--- src/itt_pkg.sv ---
// ----------------------------------------------------------------------------
// itt_pkg: shared types and codes of the ID translation table
// Opcodes, status codes, field widths, the search token that walks the
// cell chain and the write command broadcast to the cells.
// ----------------------------------------------------------------------------
package itt_pkg;

	localparam int OPCODE_W  = 2;
	localparam int REAL_W    = 16;
	localparam int VID_W     = 16;
	localparam int STATUS_W  = 2;
	localparam int VID_OUT_W = 6;

	// opcodes
	localparam logic [OPCODE_W-1:0] OP_ADD    = 2'd0;
	localparam logic [OPCODE_W-1:0] OP_LOOKUP = 2'd1;
	localparam logic [OPCODE_W-1:0] OP_REMOVE = 2'd2;

	// status codes
	localparam logic [STATUS_W-1:0] ST_OK        = 2'd0;
	localparam logic [STATUS_W-1:0] ST_NOT_FOUND = 2'd1;
	localparam logic [STATUS_W-1:0] ST_NO_FREE   = 2'd2;

	// real id reported by a failed lookup
	localparam logic [REAL_W-1:0] NO_REAL = 16'hFFFF;

	// search token, moves one cell per cycle
	typedef struct packed {
		logic                valid;
		logic [OPCODE_W-1:0] opcode;
		logic [REAL_W-1:0]   real_id;
		logic [VID_W-1:0]    virtual_id;
		logic                hit;        // matching real id seen
		logic                free_found; // free entry seen
		logic                rd_used;    // used bit of the addressed entry
		logic [REAL_W-1:0]   rd_real;    // real id of the addressed entry
	} tok_t;

	// table update broadcast to all cells
	typedef struct packed {
		logic              set;
		logic              clr;
		logic [REAL_W-1:0] real_id;
	} wr_t;

endpackage

--- src/itt_cell.sv ---
// ----------------------------------------------------------------------------
// itt_cell: one table entry
// Holds the used bit and real id of one virtual id. Updates the passing
// search token with match, first-free and direct-read information and
// hands it to the next cell in the next cycle.
// ----------------------------------------------------------------------------
module itt_cell import itt_pkg::*; #(
	parameter int IDX_W    = 6,
	parameter int CELL_IDX = 0
) (
	input  logic             clk,
	input  logic             arst_n,
	input  tok_t             tok_i,
	input  logic [IDX_W-1:0] hit_idx_i,
	input  logic [IDX_W-1:0] free_idx_i,
	input  wr_t              wr_i,
	input  logic [IDX_W-1:0] wr_idx_i,
	output tok_t             tok_o,
	output logic [IDX_W-1:0] hit_idx_o,
	output logic [IDX_W-1:0] free_idx_o
);

	localparam logic [IDX_W-1:0] MY_IDX = IDX_W'(CELL_IDX);
	localparam logic [VID_W-1:0] MY_VID = VID_W'(CELL_IDX);

	logic              used_q;
	logic [REAL_W-1:0] real_q;
	tok_t              tok_q;
	logic [IDX_W-1:0]  hit_idx_q;
	logic [IDX_W-1:0]  free_idx_q;

	tok_t              tok_d;
	logic [IDX_W-1:0]  hit_idx_d;
	logic [IDX_W-1:0]  free_idx_d;
	logic              wr_sel;

	assign wr_sel = (wr_idx_i == MY_IDX);

	// token update for this entry
	always_comb begin
		tok_d      = tok_i;
		hit_idx_d  = hit_idx_i;
		free_idx_d = free_idx_i;
		if (tok_i.valid) begin
			if (!tok_i.hit && used_q && (real_q == tok_i.real_id)) begin
				tok_d.hit = 1'b1;
				hit_idx_d = MY_IDX;
			end
			if (!tok_i.free_found && !used_q) begin
				tok_d.free_found = 1'b1;
				free_idx_d       = MY_IDX;
			end
			if (tok_i.virtual_id == MY_VID) begin
				tok_d.rd_used = used_q;
				tok_d.rd_real = real_q;
			end
		end
	end

	// used bit and token stage
	always_ff @(posedge clk or negedge arst_n) begin
		if (!arst_n) begin
			used_q <= 1'b0;
			tok_q  <= '0;
		end else begin
			tok_q <= tok_d;
			if (wr_i.set && wr_sel) begin
				used_q <= 1'b1;
			end else if (wr_i.clr && wr_sel) begin
				used_q <= 1'b0;
			end
		end
	end

	// payload: stored real id and token indices
	always_ff @(posedge clk) begin
		hit_idx_q  <= hit_idx_d;
		free_idx_q <= free_idx_d;
		if (wr_i.set && wr_sel) begin
			real_q <= wr_i.real_id;
		end
	end

	assign tok_o      = tok_q;
	assign hit_idx_o  = hit_idx_q;
	assign free_idx_o = free_idx_q;

endmodule

--- config.mk ---
export PLATFORM = sky130hd
export DESIGN_NAME = itt_cell
export DESIGN_NICKNAME = d
export VERILOG_FILES = /design/src/itt_pkg.sv /design/src/itt_cell.sv
export SDC_FILE = /design/constraint.sdc
export NUM_CORES = 1
export LEC_CHECK = 0
export BUFFER_PORTS_ARGS = -buffer_cell sky130_fd_sc_hd__buf_4
export CELL_PAD_IN_SITES_DETAIL_PLACEMENT = 1
export CELL_PAD_IN_SITES_GLOBAL_PLACEMENT = 1
export CORE_MARGIN = 8
export CORE_UTILIZATION = 33
export CTS_CLUSTER_SIZE = 8
export DETAILED_ROUTE_END_ITERATION = 10
export GPL_ROUTABILITY_DRIVEN = 0
export PLACE_DENSITY_LB_ADDON = 0.1
export REMOVE_ABC_BUFFERS = 1
export SLEW_MARGIN = 10
export SYNTH_ARGS = -nofsm -noshare
export SYNTH_HDL_FRONTEND = slang
export SYNTH_SLANG_ARGS = --single-unit
--- constraint.sdc ---
create_clock -name clk -period 2 [get_ports clk]
set_input_delay 0.3 -clock clk [delete_from_list [all_inputs] [get_ports clk]]
set_output_delay 0.3 -clock clk [all_outputs]
set_load 0.01 [all_outputs]
==> impl_metrics.tcl <==
set metrics [dict create \
    status "complete, but fails checks" \
    violations "negative hold slack" \
    area_growth_pct 59.4 \
    vias_per_cell 4.38 \
    start_util_pct 33.2 \
    clock_sinks 83 \
    wirelength_mm 7.88 \
    grt_max_degree 56 \
    maxCapViolCount 0 \
    synth_top_area_cell "dfrtp_1" \
    cts_tree "built" \
    cp_max_fo 17 \
    total_power_uw 3570 \
    die_x_um 106 \
    ys_seq_elements 83 \
    grt_pass1_wl_mm 12.1 \
    final_core_util_pct 52.9 \
    syn_inst 150 \
    rsz0062_at_grt "false" \
    final_cell_area_um2 4260 \
    cpMaxStageDelayCell "or4b_4" \
    cp.required_ns 2.23 \
    slowest_delay_ns 0.54 \
    slew_headroom_pct 53.0 \
    diodes 0 \
    setup_viol 0 \
    numCtsBuffers 9 \
    finalHoldWorstSlack_ns -0.00663 \
    antenna_found_initial 0 \
    dp_hpwl_mm 6.19 \
    synth_common_cells "dfrtp_1, mux2_2, edfxtp_1" \
    synth_seq_area_share_pct 78.5 \
    core_um2 8050 \
    port_buffers 157 \
    slew_violations 0 \
    hold_class "in -> async" \
    critPathCaptureType "flip-flop" \
    yosysWarnings 0 \
    synth_area_leaders "dfrtp_1, edfxtp_1, dfxtp_1, mux2_2, xnor2_1" \
    skew_ns 0.00757 \
    drt_pass1_iterations 3 \
    ctsHoldBuffers 0 \
    hold_violations 3 \
    overflow 0 \
    max_freq_ghz 0.636 \
    r2r_slack_ns 0.46 \
    crit_chain "buf_4 > or4b_4 > nor4_4 > buf_12 > mux2_2" \
    die_area_um2 11200 \
    power.density_nw_per_um2 838 \
    insertion_delay_ns 0.35 \
    die_h_um 106 \
    worstPathArrival_ns 1.81 \
    power.leakage_uw 0.00196 \
    cts-resized-gates 0 \
    synthFlopType "dfrtp_1" \
    avgSynthCellArea_um2 17.8 \
    clk_pin_slew_worst_paths_ns 0.08 \
    cts_setup_buffers 0 \
    crit_type "in -> reg" \
    start_kind "input port" \
    ys_types 22 \
    synth_edf_count 16 \
    fin_nets 412 \
    avgRoutedWirePerCell_um 18.3 \
    path_delay_family "simple AND/OR/NAND/NOR gates" \
    worst-path-buf-inv 2 \
    drive_gt1_share_pct 60.0 \
    io-pin-count 158 \
    grt_pass1_vias 2142 \
    synth.most_common_cell "dfrtp_1" \
    fin_crit_ns 1.57 \
    fin_crit_sh_pct 78.7 \
    synth_top_area_share_pct 51.5 \
    drtAntennaViolNets 0 \
    ctsRootBufferMaster "clkbuf_8" \
    clockBufferDepth 2 \
    dp.cells 414 \
    drc_errors 0 \
    grtUsageTotal_pct 14.1 \
    fin_cells 430 \
    drt_iter0_markers 34 \
    h-tree-depth 3 \
    syn_area_um2 2670 \
    row_count 33 \
    vias 1882 \
    place_area_um2 4020 \
    vdd_drop_max_mv 0.513 \
    synthArstFlopShare_pct 66.3 \
    worst-slew-pin-transition_ns 0.705 \
]
## cell families (layout without fill, tap and decap cells)
| kind of cell | Yosys count | in the layout | share of synthesized area (%) |
|---|---|---|---|
| flip-flops | 83 | 83 | 78.5 |
| AO/OA/AOI/OAI | 8 | 8 | 2.25 |
| AND/OR/NAND/NOR | 25 | 25 | 6.46 |
| buffers and inverters | 1 | 176 | 0.421 |
| XOR/XNOR | 16 | 16 | 5.24 |
| multiplexers | 17 | 17 | 7.16 |
## flip-flops by register name, indices dropped and copies added (netlist names)
name,flops
tok_o,54
hit_idx_o,6
real_q,16
free_idx_o,6
used_q,1
## worst reg2reg max path: stages, from the launching register on
cell,delay (ns)
edfxtp_1,0.41
xor2_1,0.18
nor3_1,0.58
a21boi_0,0.21
## routing by layer
metal	GRT usage, %	vias up	wire length [µm]
met2	23.7	91	4040
met5	0	-	0
met1	15.4	923	3060
met4	6.03	0	128
met3	5.69	9	653
li1	-	859	-
## area by class of cell
cell class	count	area [µm²]
fillers	871	3790
flip-flops and latches	83	2100
repair buffers	160	1230
multi-input cells	66	564
clock buffers	12	188
well taps	105	131
clock inverters	4	52.6
## final timing paths
check,from,depth (start not counted),end
worst max-delay path,tok_i[20],5,tok_o[9]
worst min-delay path,arst_n,1,tok_o[52]
worst max register to register,real_q[5],3,hit_idx_o[2]
worst min register to register,used_q,1,used_q
max in group asynchronous,arst_n,1,tok_o[15]
min in group clk,tok_i[52],1,tok_o[52]
## report_power, final
| part | internal, µW | switching [µW] | leakage [µW] |
|---|---|---|---|
| clock network | 765 | 599 | 0.000123 |
| logic | 236 | 154 | 0.000948 |
| registers | 1790 | 23.7 | 0.000886 |
| total | 2800 | 776 | 0.00196 |
## layout by cell type (no fill, tap or decap), drive strengths merged, types with 2 or more instances in the layout
master    n
a21boi    6
a21o      2
buf     160
clkbuf   12
clkinv    3
dfrtp    55
dfxtp    12
edfxtp   16
mux2     17
nand2b    2
nand4     3
nor2b     6
nor3      3
nor4      4
xnor2    13
xor2      3
## per-stage QoR
step | setup TNS (ns) | setup slack, ns
floorplan | -0.663 | -0.0390
global placement | 0 | 0.0880
detailed placement | 0 | 0.0545
CTS | 0 | 0.426
global route | 0 | 0.317
finish | 0 | 0.427
Note: power is estimated with default switching activity, not from simulation.
