===== src/itt_pkg.sv =====
// ----------------------------------------------------------------------------
// itt_pkg: shared types and codes of the ID translation table
// Opcodes, status codes, field widths, the search token that walks the
// cell chain and the write command broadcast to the cells.
// ----------------------------------------------------------------------------
package itt_pkg;

	localparam int OPCODE_W  = 2;
	localparam int REAL_W    = 16;
	localparam int VID_W     = 16;
	localparam int STATUS_W  = 2;
	localparam int VID_OUT_W = 6;

	// opcodes
	localparam logic [OPCODE_W-1:0] OP_ADD    = 2'd0;
	localparam logic [OPCODE_W-1:0] OP_LOOKUP = 2'd1;
	localparam logic [OPCODE_W-1:0] OP_REMOVE = 2'd2;

	// status codes
	localparam logic [STATUS_W-1:0] ST_OK        = 2'd0;
	localparam logic [STATUS_W-1:0] ST_NOT_FOUND = 2'd1;
	localparam logic [STATUS_W-1:0] ST_NO_FREE   = 2'd2;

	// real id reported by a failed lookup
	localparam logic [REAL_W-1:0] NO_REAL = 16'hFFFF;

	// search token, moves one cell per cycle
	typedef struct packed {
		logic                valid;
		logic [OPCODE_W-1:0] opcode;
		logic [REAL_W-1:0]   real_id;
		logic [VID_W-1:0]    virtual_id;
		logic                hit;        // matching real id seen
		logic                free_found; // free entry seen
		logic                rd_used;    // used bit of the addressed entry
		logic [REAL_W-1:0]   rd_real;    // real id of the addressed entry
	} tok_t;

	// table update broadcast to all cells
	typedef struct packed {
		logic              set;
		logic              clr;
		logic [REAL_W-1:0] real_id;
	} wr_t;

endpackage


===== src/itt_req_if.sv =====
// ----------------------------------------------------------------------------
// itt_req_if: request channel
// Valid/ready channel carrying one table operation per item.
// ----------------------------------------------------------------------------
interface itt_req_if import itt_pkg::*; ();
	logic                valid;
	logic                ready;
	logic [OPCODE_W-1:0] opcode;
	logic [REAL_W-1:0]   real_id;
	logic [VID_W-1:0]    virtual_id;

	modport source (output valid, opcode, real_id, virtual_id, input ready);
	modport sink   (input valid, opcode, real_id, virtual_id, output ready);
endinterface


===== src/itt_rsp_if.sv =====
// ----------------------------------------------------------------------------
// itt_rsp_if: response channel
// Valid/ready channel carrying one result item per request.
// ----------------------------------------------------------------------------
interface itt_rsp_if import itt_pkg::*; ();
	logic                 valid;
	logic                 ready;
	logic [STATUS_W-1:0]  status;
	logic [VID_OUT_W-1:0] virtual_id_out;
	logic [REAL_W-1:0]    real_id_out;

	modport source (output valid, status, virtual_id_out, real_id_out, input ready);
	modport sink   (input valid, status, virtual_id_out, real_id_out, output ready);
endinterface


===== src/itt_ctrl.sv =====
// ----------------------------------------------------------------------------
// itt_ctrl: request intake and result formation
// Launches the search token into the chain, turns the token leaving the
// last cell into a result and a table update, and holds the result until
// the response channel takes it.
// ----------------------------------------------------------------------------
module itt_ctrl import itt_pkg::*; #(
	parameter int IDX_W = 6
) (
	input  logic             clk,
	input  logic             arst_n,
	itt_req_if.sink          req,
	itt_rsp_if.source        rsp,
	output tok_t             inj_o,
	output wr_t              wr_o,
	output logic [IDX_W-1:0] wr_idx_o,
	input  tok_t             tok_i,
	input  logic [IDX_W-1:0] hit_idx_i,
	input  logic [IDX_W-1:0] free_idx_i
);

	logic                 busy_q;
	tok_t                 inj_q;
	wr_t                  wr_q;
	logic [IDX_W-1:0]     wr_idx_q;
	logic                 pend_valid_q;
	logic [STATUS_W-1:0]  pend_status_q;
	logic [VID_OUT_W-1:0] pend_vid_q;
	logic [REAL_W-1:0]    pend_real_q;
	logic                 out_valid_q;
	logic [STATUS_W-1:0]  out_status_q;
	logic [VID_OUT_W-1:0] out_vid_q;
	logic [REAL_W-1:0]    out_real_q;

	logic                 accept;
	logic                 move;
	logic [STATUS_W-1:0]  fin_status;
	logic [VID_OUT_W-1:0] fin_vid;
	logic [REAL_W-1:0]    fin_real;
	logic                 fin_set;
	logic                 fin_clr;
	logic [IDX_W-1:0]     fin_idx;

	assign req.ready = !busy_q;
	assign accept    = req.valid && !busy_q;
	assign move      = pend_valid_q && (!out_valid_q || rsp.ready);

	// decide the result of the token leaving the chain
	always_comb begin
		fin_status = ST_NOT_FOUND;
		fin_vid    = '0;
		fin_real   = '0;
		fin_set    = 1'b0;
		fin_clr    = 1'b0;
		fin_idx    = free_idx_i;
		case (tok_i.opcode)
			OP_ADD: begin
				if (tok_i.hit) begin
					fin_status = ST_OK;
					fin_vid    = VID_OUT_W'(hit_idx_i);
				end else if (tok_i.free_found) begin
					fin_status = ST_OK;
					fin_vid    = VID_OUT_W'(free_idx_i);
					fin_set    = 1'b1;
				end else begin
					fin_status = ST_NO_FREE;
				end
			end
			OP_LOOKUP: begin
				if (tok_i.rd_used) begin
					fin_status = ST_OK;
					fin_real   = tok_i.rd_real;
				end else begin
					fin_real   = NO_REAL;
				end
			end
			OP_REMOVE: begin
				if (tok_i.rd_used) begin
					fin_status = ST_OK;
					fin_clr    = 1'b1;
					fin_idx    = IDX_W'(tok_i.virtual_id);
				end
			end
			default: begin
				fin_status = ST_NOT_FOUND;
			end
		endcase
	end

	// control: busy, launch, update, pending and output valid
	always_ff @(posedge clk or negedge arst_n) begin
		if (!arst_n) begin
			busy_q       <= 1'b0;
			inj_q        <= '0;
			wr_q         <= '0;
			pend_valid_q <= 1'b0;
			out_valid_q  <= 1'b0;
		end else begin
			if (accept) begin
				busy_q <= 1'b1;
				inj_q  <= '{valid: 1'b1, opcode: req.opcode, real_id: req.real_id,
					virtual_id: req.virtual_id, hit: 1'b0, free_found: 1'b0,
					rd_used: 1'b0, rd_real: '0};
			end else begin
				inj_q <= '0;
				if (move) begin
					busy_q <= 1'b0;
				end
			end

			wr_q.set     <= tok_i.valid && fin_set;
			wr_q.clr     <= tok_i.valid && fin_clr;
			wr_q.real_id <= tok_i.real_id;

			if (tok_i.valid) begin
				pend_valid_q <= 1'b1;
			end else if (move) begin
				pend_valid_q <= 1'b0;
			end

			if (move) begin
				out_valid_q <= 1'b1;
			end else if (rsp.ready) begin
				out_valid_q <= 1'b0;
			end
		end
	end

	// result payload
	always_ff @(posedge clk) begin
		wr_idx_q <= fin_idx;
		if (tok_i.valid) begin
			pend_status_q <= fin_status;
			pend_vid_q    <= fin_vid;
			pend_real_q   <= fin_real;
		end
		if (move) begin
			out_status_q <= pend_status_q;
			out_vid_q    <= pend_vid_q;
			out_real_q   <= pend_real_q;
		end
	end

	assign rsp.valid          = out_valid_q;
	assign rsp.status         = out_status_q;
	assign rsp.virtual_id_out = out_vid_q;
	assign rsp.real_id_out    = out_real_q;

	assign inj_o    = inj_q;
	assign wr_o     = wr_q;
	assign wr_idx_o = wr_idx_q;

endmodule


===== src/flat_wrapper.sv =====
// flat-port wrapper written by rule: the top's interface ports become plain ports
module itt_ctrl_flat import itt_pkg::*;
#(
	parameter int IDX_W = 6
)
  (clk, arst_n, inj_o, wr_o, wr_idx_o, tok_i, hit_idx_i, free_idx_i, req_valid, req_opcode, req_real_id, req_virtual_id, req_ready, rsp_valid, rsp_status, rsp_virtual_id_out, rsp_real_id_out, rsp_ready);
  itt_req_if req_i ();
  itt_rsp_if rsp_i ();
  input  logic clk;
  input  logic arst_n;
  output tok_t inj_o;
  output wr_t wr_o;
  output logic [IDX_W-1:0] wr_idx_o;
  input  tok_t tok_i;
  input  logic [IDX_W-1:0] hit_idx_i;
  input  logic [IDX_W-1:0] free_idx_i;
  input wire logic [$bits(req_i.valid)-1:0] req_valid;
  input wire logic [$bits(req_i.opcode)-1:0] req_opcode;
  input wire logic [$bits(req_i.real_id)-1:0] req_real_id;
  input wire logic [$bits(req_i.virtual_id)-1:0] req_virtual_id;
  output wire logic [$bits(req_i.ready)-1:0] req_ready;
  output wire logic [$bits(rsp_i.valid)-1:0] rsp_valid;
  output wire logic [$bits(rsp_i.status)-1:0] rsp_status;
  output wire logic [$bits(rsp_i.virtual_id_out)-1:0] rsp_virtual_id_out;
  output wire logic [$bits(rsp_i.real_id_out)-1:0] rsp_real_id_out;
  input wire logic [$bits(rsp_i.ready)-1:0] rsp_ready;
  assign req_i.valid = req_valid;
  assign req_i.opcode = req_opcode;
  assign req_i.real_id = req_real_id;
  assign req_i.virtual_id = req_virtual_id;
  assign req_ready = req_i.ready;
  assign rsp_valid = rsp_i.valid;
  assign rsp_status = rsp_i.status;
  assign rsp_virtual_id_out = rsp_i.virtual_id_out;
  assign rsp_real_id_out = rsp_i.real_id_out;
  assign rsp_i.ready = rsp_ready;
  itt_ctrl #(.IDX_W(IDX_W)) u_core (.clk(clk), .arst_n(arst_n), .req(req_i), .rsp(rsp_i), .inj_o(inj_o), .wr_o(wr_o), .wr_idx_o(wr_idx_o), .tok_i(tok_i), .hit_idx_i(hit_idx_i), .free_idx_i(free_idx_i));
endmodule

===== config.mk =====
export PLATFORM = sky130hd
export DESIGN_NAME = itt_ctrl_flat
export DESIGN_NICKNAME = d
export VERILOG_FILES = /design/src/itt_pkg.sv /design/src/itt_req_if.sv /design/src/itt_rsp_if.sv /design/src/itt_ctrl.sv /design/src/flat_wrapper.sv
export SDC_FILE = /design/constraint.sdc
export NUM_CORES = 1
export LEC_CHECK = 0
export BUFFER_PORTS_ARGS = -buffer_cell sky130_fd_sc_hd__buf_2
export CAP_MARGIN = 30
export CORE_MARGIN = 2
export CORE_UTILIZATION = 44
export CTS_CLUSTER_DIAMETER = 30
export CTS_CLUSTER_SIZE = 10
export DETAILED_ROUTE_END_ITERATION = 6
export PLACE_DENSITY = 0.78
export SYNTH_ARGS = -nofsm -noshare
export SYNTH_HDL_FRONTEND = slang
export SYNTH_SLANG_ARGS = --single-unit
export TNS_END_PERCENT = 50

===== constraint.sdc =====
create_clock -name clk -period 1.7 [get_ports clk]
set_input_delay 0.17 -clock clk [delete_from_list [all_inputs] [get_ports clk]]
set_output_delay 0.17 -clock clk [all_outputs]
set_load 0.02 [all_outputs]

==> metrics, run 1 <==
pwr dens 1040 nW/um^2; n_diodes 0; Worst-path clk slew 0.10 ns; latest clock arrival within the worst-skew pair 0.35 ns; first-pass GRT wire length 12000 um; DRT Pass-1 Iters 4; CP peak stage delay 0.39 ns; Critical Path Start Type flop; # DRC 0; standard-cell rows 34; CTS Sinks 110; minimum clock period 1.28 ns; final setup skew 0.0115 ns; worst hold path type primary input to flop; Worst-Margin Slew 0.696 ns; Hold Violations, Final 0; post-DR vias/cell 4.40; Starting Density 0.448; CP max-delay cell dfrtp_1; TritonCTS clock tree built; Layout area overhead 35.1%; CTS Buf Count 9; number of vias in the routed layout 2441; Static Leakage 2.64 nW; dpl hpwl 5610 um; final worst path period share 0.754; Avg WL per Cell 14.5 um; commonest cells after routing, fill and taps aside buf_2 (178), dfrtp_1 (56), edfxtp_1 (48); I/O Buffers 178; maximum vdd drop 0.657 mV; Setup crit end kind flop; RSZ-0062 raised after global routing no; core area 8640 sq um; Max Clock Freq 0.780 GHz; layout cells sized above 1 0.456; Max Cap Violations 0; die height 97.7 um; 1st-iter DRT viols 36; Crit Path Max Fanout 24; slack of the critical path 0.418 ns; CTS Hold Bufs 22; Resize count post-CTS 0; global-route congestion overflow total 0; # setup viols final 0; Total Neg Setup Slack 0 ns; commonest non-fill, non-tap cell in the layout buf_2; root buffer selected by CTS clkbuf_8; Slew Viols, Final 0; CTS H-tree depth 3; largest net degree at the start of global routing 57; met3 routed WL 509 um; Routed WL 8060 um; M1 wire length 3070 um; pre-CTS setup slack 0.318 ns; Seq/Total Area, Yosys 0.767; die area 9550 sq um; Rel. slew slack 0.536; vias in the first global route 2430; Die Width 97.7 um; critical path class flop to flop; IO Pins 208; initial antenna violation count 0; Top Layer Used met4; FF+latch count, synth 110; Synth Cell Area 3860 sq um; Post-Synthesis Cells 237; total global-route track usage 0.164; final antenna-violating net count 0; status finished clean; synthesized area per cell 16.3 sq um; CTS Buffer Depth 2; Crit path arrival time 1.31 ns; synth unique cells 24; global placer's final weighted congestion 0.781; Ys Warns 0; WP data required 1.73 ns; met2 wire length 4340 um; post-CTS setup buffers 0; fin nets 549; Cell Chain, Critical Path nand2b_1 -> and2_1 -> buf_4; worst hold slack 0.0195 ns
cell usage after synthesis:
| master | n | area [sq um] |
|---|---|---|
| dfrtp_1 | 56 | 1400 |
| edfxtp_1 | 48 | 1440 |
| and2_1 | 36 | 225 |
| buf_4 | 20 | 150 |
| inv_1 | 20 | 75.1 |
| a21boi_0 | 16 | 120 |
| a32o_1 | 6 | 60.1 |
| dfxtp_1 | 6 | 120 |
| mux2_4 | 6 | 90.1 |
| buf_2 | 3 | 15.0 |
| buf_6 | 3 | 33.8 |
| ha_1 | 3 | 37.5 |
| and3_1 | 2 | 12.5 |
| nor2b_1 | 2 | 12.5 |
| a31oi_1 | 1 | 6.26 |
| clkbuf_1 | 1 | 3.75 |
| conb_1 | 1 | 3.75 |
| mux2i_1 | 1 | 10.0 |
| nand2_1 | 1 | 3.75 |
| nand2_4 | 1 | 11.3 |
| nand2b_1 | 1 | 6.26 |
| nor2_1 | 1 | 3.75 |
| nor2b_4 | 1 | 13.8 |
| o21bai_1 | 1 | 7.51 |
critical path: cells and delay by family (launching register included):
| kind | cells | cell delay [ns] |
|---|---|---|
| buffers and inverters | 1 | 0.29 |
| DFF | 1 | 0.39 |
| and+or+nand+nor | 2 | 0.27 |
sequential cells by signal, summed over array words and instances, names as in the netlist:
name and flops:
u_core.wr_o 18, u_core.wr_idx_o 6, u_core.pend_vid_q 6, u_core.busy_q 1, u_core.rsp.virtual_id_out 6, u_core.rsp.status 2
u_core.pend_valid_q 1, u_core.rsp.valid 1, u_core.rsp.real_id_out 16, u_core.inj_o 35, u_core.pend_real_q 16, u_core.pend_status_q 2
logic make-up (layout without fill, tap and decap cells):
family	Yosys count	in the layout	synth area share
buf+inv	47	239	0.0719
compound gates	24	24	0.0502
other cells	1	19	0.000970
simple gates	45	45	0.0748
mux	7	7	0.0259
flops	110	110	0.767
fa+ha+maj	3	3	0.00971
layout make-up:
cell class | count | area, sq um
Clock buffer | 9 | 124
Multi-Input combinational cell | 98 | 692
Tap cell | 108 | 135
Inverter | 20 | 75.1
Sequential cell | 110 | 2960
Clock inverter | 7 | 95.1
Timing Repair Buffer | 203 | 1140
Fill cell | 704 | 3420
worst paths after layout:
kind	slack, ns	start	endpoint	depth (start not counted)
setup / recovery	0.42	u_core.rsp.valid$_DFFE_PN0P_	u_core.rsp.real_id_out[14]$_DFFE_PP_	3
hold / removal	0.02	req_real_id[6]	u_core.inj_o[41]$_DFF_PN0_	2
setup reg to reg	0.42	u_core.rsp.valid$_DFFE_PN0P_	u_core.rsp.real_id_out[14]$_DFFE_PP_	3
hold reg to reg	0.42	u_core.pend_real_q[9]$_SDFFCE_PP0P_	u_core.rsp.real_id_out[9]$_DFFE_PP_	0
max in group asynchronous	0.73	arst_n	u_core.inj_o[19]$_DFF_PN0_	3
min in group asynchronous	0.49	arst_n	u_core.wr_o[6]$_DFF_PN0_	3
through the flow:
step / area, sq um / instances / utilization / power (W)
final: 5220 / 555 / 0.604 / 0.00544
after global placement: 4770 / 516 / 0.552 / 0.00377
after CTS: 5210 / 554 / 0.603 / 0.00549
after global routing: 5220 / 555 / 0.604 / 0.00565
after floorplan: 3930 / 255 / - / 0.00351
after detailed placement: 4770 / 516 / 0.552 / 0.00379
routing by layer:
metal  global-route usage  up-vias
met4               0.0556        0
met2                0.305      119
met3               0.0396       15
met5                    0        -
li1                     -     1155
met1                0.185     1152
where the power goes:
group          total (W)  internal, W  leakage [nW]  switching (W)
clock network    0.00167     0.000834         0.106       0.000832
logic           0.000736     0.000282          1.30       0.000454
registers        0.00303      0.00298          1.23      0.0000537
total            0.00544      0.00410          2.64        0.00134
No activity file was read; power rests on OpenSTA's default activity.
==> run 2, diff against run 1 <==
--- a/config.mk
+++ b/config.mk
@@ -8,11 +8,11 @@
 export BUFFER_PORTS_ARGS = -buffer_cell sky130_fd_sc_hd__buf_2
 export CAP_MARGIN = 30
 export CORE_MARGIN = 2
-export CORE_UTILIZATION = 44
+export CORE_UTILIZATION = 40
 export CTS_CLUSTER_DIAMETER = 30
 export CTS_CLUSTER_SIZE = 10
 export DETAILED_ROUTE_END_ITERATION = 6
-export PLACE_DENSITY = 0.78
+export PLACE_DENSITY = 0.75
 export SYNTH_ARGS = -nofsm -noshare
 export SYNTH_HDL_FRONTEND = slang
 export SYNTH_SLANG_ARGS = --single-unit
==> constraint.sdc (replaced) <==
create_clock -name clk -period 1.1 [get_ports clk]
set_input_delay 0.11 -clock clk [delete_from_list [all_inputs] [get_ports clk]]
set_output_delay 0.11 -clock clk [all_outputs]
set_load 0.02 [all_outputs]
==> run 2 against run 1 <==
The run now ends with setup timing left. Total power is 57% higher. Sequential power is 55% higher. Cell count is 13% higher. Utilization is 1.5 points higher. Critical path depth stayed put. Worst hold slack better by 0.024 ns. Final area is 11% higher. Global-route usage is 1.8 points higher. Sequential share of layout area is 5.5 points lower. Critical path type unchanged.
==> metrics, run 2 (same netlist as run 1, synthesis figures left out) <==
status finished with violations; failing checks setup timing; worst hold path type primary input to flop; Worst R2R End u_core.rsp.status[1]$_DFFE_PP_; Setup crit end kind flop; WP data required 1.18 ns (-0.55 ns); CTS Buffer Depth 2 (unchanged); Cell Chain, Critical Path nand2b_4 -> and2_4 -> buf_12; Slew Viols, Final 0 (unchanged); Max Clock Freq 0.908 GHz (+16%); root buffer selected by CTS clkbuf_8; final antenna-violating net count 0 (unchanged); commonest non-fill, non-tap cell in the layout buf_2; first-pass GRT wire length 14000 um (+16%); Critical Path Start Type flop; n_diodes 0 (unchanged); post-DR vias/cell 4.36 (-0.90%); Routed WL 9770 um (+21%); layout cells sized above 1 0.433 (-0.0229); R2R Path Start u_core.rsp.valid$_DFFE_PN0P_; final worst path period share 1.00 (+0.248); Hold EP u_core.pend_vid_q[2]$_SDFFCE_PP0P_; Worst-Margin Slew 0.510 ns (-0.186 ns); global placer's final weighted congestion 0.814 (+4.2%); Layout area overhead 49.6%; 1st-iter DRT viols 69 (+92%); DRT Pass-1 Iters 4 (unchanged); Worst-path clk slew 0.10 ns (about the same); Avg WL per Cell 15.6 um (+7.6%); total global-route track usage 0.182 (+0.0176); Die Width 102 um (+4.7%); Rel. slew slack 0.659 (+0.123); TritonCTS clock tree built; largest net degree at the start of global routing 57 (unchanged); # setup viols final 3 (+3); final setup skew 0.00770 ns (-0.00383 ns); number of flip-flops in the largest register 35 (unchanged); Starting Density 0.414 (-0.0332); Max Cap Violations 0 (unchanged); Crit path arrival time 1.18 ns (-0.13 ns); filler cell count in the final layout 700 (-0.57%); standard-cell rows 35 (+2.9%); latest clock arrival within the worst-skew pair 0.36 ns (about the same); hold depth 2 (unchanged); sequential cell area 2960 sq um (about the same); # DRC 0 (unchanged); die height 102 um (+4.7%); CTS Sinks 110 (unchanged); global-route congestion overflow total 0 (unchanged); commonest cells after routing, fill and taps aside buf_2 (177), dlygate4sd3_1 (64), dfrtp_1 (55); maximum vdd drop 0.650 mV (-1.1%); fin nets 598 (+8.9%); IO Pins 208 (unchanged); Hold Violations, Final 0 (unchanged); slack of the critical path -0.00167 ns (-0.420 ns); CTS H-tree depth 3 (unchanged); FF-to-FF path depth 3 (unchanged); critical path class flop to flop; total chip power 0.00851 W (+57%); initial antenna violation count 0 (unchanged); Static Leakage 2.88 nW (+9.1%); pwr dens 1470 nW/um^2 (+41%); number of vias in the routed layout 2724 (+12%); I/O Buffers 178 (unchanged); Crit Path Max Fanout 14 (-42%); die area 10500 sq um (+9.6%); CP max-delay cell dfrtp_2; dpl hpwl 6150 um (+9.7%); CP peak stage delay 0.44 ns (+0.05 ns); core area 9330 sq um (+8.0%); minimum clock period 1.10 ns (-0.180 ns); multi-input combinational cell area 702 sq um (+1.4%); CTS Buf Count 9 (unchanged); RSZ-0062 raised after global routing yes; vias in the first global route 2823 (+16%); worst hold slack 0.0437 ns (+0.0242 ns); hold path startpoint hit_idx_i[2]; r2r setup slk -0.002 ns (-0.42 ns)
## run 2: cell count changes in the layout (fill, tap and decap cells not counted), moves of 2 or more
cell / delta
dlygate4sd3_1: +41
clkinv_4: +2
inv_8: +2
buf_4: +4
bufinv_16: -2
buf_12: +5
## run 2: layer usage
layer,up-vias,part of all wire,global-route usage
met5,-,0,0
li1,1256,-,-
met1,1292,0.37,0.193
met2,147,0.51,0.327
met4,0,0.037,0.105
met3,29,0.089,0.0458
## run 2: final cells by class
cell class / instances / area share
Sequential cell: 110 / 0.513
Timing Repair Buffer: 252 / 0.289
Multi-Input combinational cell: 98 / 0.121
Tap cell: 129 / 0.0279
Clock buffer: 10 / 0.0258
Inverter: 20 / 0.0130
Clock inverter: 6 / 0.00996
## run 2: repair_timing
item | CTS | global route
endpoints found under the hold margin | 113 | 0
setup endpoints to repair | 7 | 20
resized for setup | 0 | 1
hold buffers | 64 | 0
setup buffers | 1 | 0
## run 2: critical path, delay by kind of cell (launching register included)
| kind | cells | cell delay [ns] |
|---|---|---|
| and+or+nand+nor | 2 | 0.24 |
| buffers and inverters | 1 | 0.15 |
| DFF | 1 | 0.44 |
## run 2: worst max-delay path by stage
stage,slack (ns),start,cells after the start,to
after floorplan,-0.05,u_core.rsp.valid$_DFFE_PN0P_,2,u_core.rsp.real_id_out[0]$_DFFE_PP_
after global routing,-0.03,u_core.rsp.valid$_DFFE_PN0P_,3,u_core.rsp.virtual_id_out[4]$_DFFE_PP_
after detailed placement,-0.23,tok_i[51],5,u_core.pend_vid_q[5]$_SDFFCE_PP0P_
after CTS,-0.002,u_core.rsp.valid$_DFFE_PN0P_,3,u_core.rsp.virtual_id_out[4]$_DFFE_PP_
after global placement,-0.11,tok_i[51],5,u_core.pend_vid_q[3]$_SDFFCE_PP0P_
final,-0.002,u_core.rsp.valid$_DFFE_PN0P_,3,u_core.rsp.status[1]$_DFFE_PP_
## run 2: stage by stage
stage	instance area (sq um)	std cells	worst slack (ns)	TNS (ns)	utilization
after floorplan	3940	255	-0.0503	-1.21	-
after global placement	4920	544	-0.114	-1.59	0.528
after detailed placement	4920	544	-0.233	-2.56	0.528
after CTS	5780	625	-0.00232	-0.00933	0.619
after global routing	5780	625	-0.0277	-0.371	0.620
final	5780	625	-0.00167	-0.00407	0.620
## run 2: power by group
part	switching [W]	total [W]	leakage (nW)	internal [W]
sequential	0.0000843	0.00469	1.23	0.00461
clock	0.00142	0.00244	0.106	0.00102
combinational	0.000772	0.00138	1.54	0.000612
==> run 3, diff against run 2 <==
==> constraint.sdc (replaced) <==
create_clock -name clk -period 1 [get_ports clk]
set_input_delay 0.1 -clock clk [delete_from_list [all_inputs] [get_ports clk]]
set_output_delay 0.1 -clock clk [all_outputs]
set_load 0.02 [all_outputs]
==> run 3 against run 2 <==
Count of clock-buffer cells in the layout down 1. Largest power group unchanged. Worst hold slack worse by 0.0099 ns. Clock skew up 0.0027 ns. Worst setup slack worse by 0.094 ns. Wire length up 5.8%. Non-clock buffer count unchanged. Via count up 1.7%. Die area unchanged. The flow still finishes with violations (setup timing). Critical endpoint is now u_core.rsp.virtual_id_out[4]$_DFFE_PP_. Sequential share of layout area down 1.7 points.
==> metrics, run 3 (same netlist as run 1, synthesis figures left out) <==
status finished with violations; failing checks setup timing; final antenna-violating net count 0 (unchanged); die area 10500 sq um (unchanged); first-pass GRT wire length 14200 um (+1.7%); TritonCTS clock tree built; total global-route track usage 0.184 (+0.00229); core area 9330 sq um (unchanged); Slew Viols, Final 0 (unchanged); commonest non-fill, non-tap cell in the layout buf_2; global-route congestion overflow total 0 (unchanged); fin nets 598 (unchanged); Avg WL per Cell 16.5 um (+5.8%); r2r setup slk -0.1 ns (-0.09 ns); design area 5980 sq um (+3.4%); largest net degree at the start of global routing 57 (unchanged); CTS Buffer Depth 2 (unchanged); dpl hpwl 6040 um (-1.9%); Critical Path Start Type flop; Static Leakage 2.93 nW (+1.7%); layout cells sized above 1 0.438 (+0.00403); end of the critical path u_core.rsp.virtual_id_out[4]$_DFFE_PP_; DP Area 4930 sq um (+0.15%); maximum vdd drop 0.786 mV (+21%); R2R Path Start u_core.rsp.valid$_DFFE_PN0P_; CTS H-tree depth 3 (unchanged); Crit Path Max Fanout 14 (unchanged); number of vias in the routed layout 2769 (+1.7%); # setup viols final 82 (+79); filler cell count in the final layout 688 (-1.7%); minimum clock period 1.10 ns (-0.00602 ns); final worst path period share 1.10 (+0.0941); Max Cap Violations 0 (unchanged); commonest cells after routing, fill and taps aside buf_2 (145), dlygate4sd3_1 (63), dfrtp_1 (55); Worst R2R End u_core.rsp.virtual_id_out[4]$_DFFE_PP_; Setup crit end kind flop; DRT Pass-1 Iters 4 (unchanged); Worst-path clk slew 0.10 ns (about the same); post-DR vias/cell 4.43 (+1.7%); RSZ-0062 raised after global routing yes; final setup skew 0.0104 ns (+0.00267 ns); standard-cell rows 35 (unchanged); n_diodes 0 (unchanged); vias in the first global route 2815 (-0.28%); Starting Density 0.414 (unchanged); critical path class flop to flop; Crit path arrival time 1.17 ns (about the same); # DRC 0 (unchanged); Layout area overhead 54.7%; global placer's final weighted congestion 0.800 (-1.6%); pwr dens 1580 nW/um^2 (+7.0%); CTS Buf Count 9 (unchanged); worst hold path type primary input to flop; I/O Buffers 178 (unchanged); Routed WL 10300 um (+5.8%); slack of the critical path -0.0956 ns (-0.0940 ns); fin util 0.641 (+0.0212); 1st-iter DRT viols 49 (-29%); Total Neg Setup Slack -3.36 ns (-3.35 ns); hold depth 3 (+1); number of flip-flops in the largest register 35 (unchanged); root buffer selected by CTS clkbuf_8; Hold Violations, Final 0 (unchanged); latest clock arrival within the worst-skew pair 0.36 ns (about the same); total chip power 0.00942 W (+11%); die height 102 um (unchanged); WP data required 1.08 ns (-0.10 ns); crit path from u_core.rsp.valid$_DFFE_PN0P_; FF-to-FF path depth 3 (unchanged); IO Pins 208 (unchanged); CTS Sinks 110 (unchanged); Max Clock Freq 0.913 GHz (+0.55%); Die Width 102 um (unchanged); initial antenna violation count 0 (unchanged)
-- run 3: how the worst min path moves through the flow --
stage | startpoint | slack [ns] | end
global placement | arst_n | 0.12 | u_core.wr_o[2]$_DFF_PN0_
finish | req_valid | 0.03 | u_core.busy_q$_DFFE_PN0P_
floorplan | arst_n | -0.20 | u_core.busy_q$_DFFE_PN0P_
global route | hit_idx_i[2] | 0.02 | u_core.pend_vid_q[2]$_SDFFCE_PP0P_
detailed placement | arst_n | 0.12 | u_core.wr_o[2]$_DFF_PN0_
CTS | req_valid | 0.01 | u_core.busy_q$_DFFE_PN0P_
-- run 3: worst max-delay path, stage by stage, from the launching register on --
cell and delay (ns):
dfrtp_2 0.43, nand2b_4 0.07, and2_4 0.17, buf_12 0.15
-- run 3: repair_timing --
action	in CTS	in global routing
buffers inserted	1	0
gates cloned	0	0
resized for setup	40	28
hold buffers	63	0
endpoints found under the setup margin	92	143
hold endpoints to repair	112	0
-- run 3: final cells by class --
type / instances / area (sq um) / share of cell area
sequential: 110 / 2960 / 0.496
timing repair buffer: 252 / 1870 / 0.313
multi-input combinational: 98 / 704 / 0.118
tap: 129 / 161 / 0.0270
clock buffer: 9 / 124 / 0.0207
clock inverter: 7 / 80.1 / 0.0134
inverter: 20 / 75.1 / 0.0126
-- run 3: per-layer routing --
metal  wire length, um  global-route usage  share of wire
met1              3740               0.203           0.36
met5                 0                   0              0
met3               954              0.0670          0.092
met2              5220               0.323           0.50
met4               423              0.0749          0.041
-- run 3: metrics by stage --
stage	cells	hold slack, ns	setup WS [ns]
after floorplan	255	-0.196	-0.150
after global placement	545	0.122	-0.200
after detailed placement	545	0.122	-0.337
after CTS	625	0.0117	-0.105
after global routing	625	0.0176	-0.135
final	625	0.0338	-0.0956
-- run 3: where the power goes --
part           internal (W)  switching [W]  total (W)
registers           0.00507       0.000111    0.00518
clock network      0.000992        0.00160    0.00259
logic              0.000776       0.000873    0.00165
total               0.00684        0.00258    0.00942
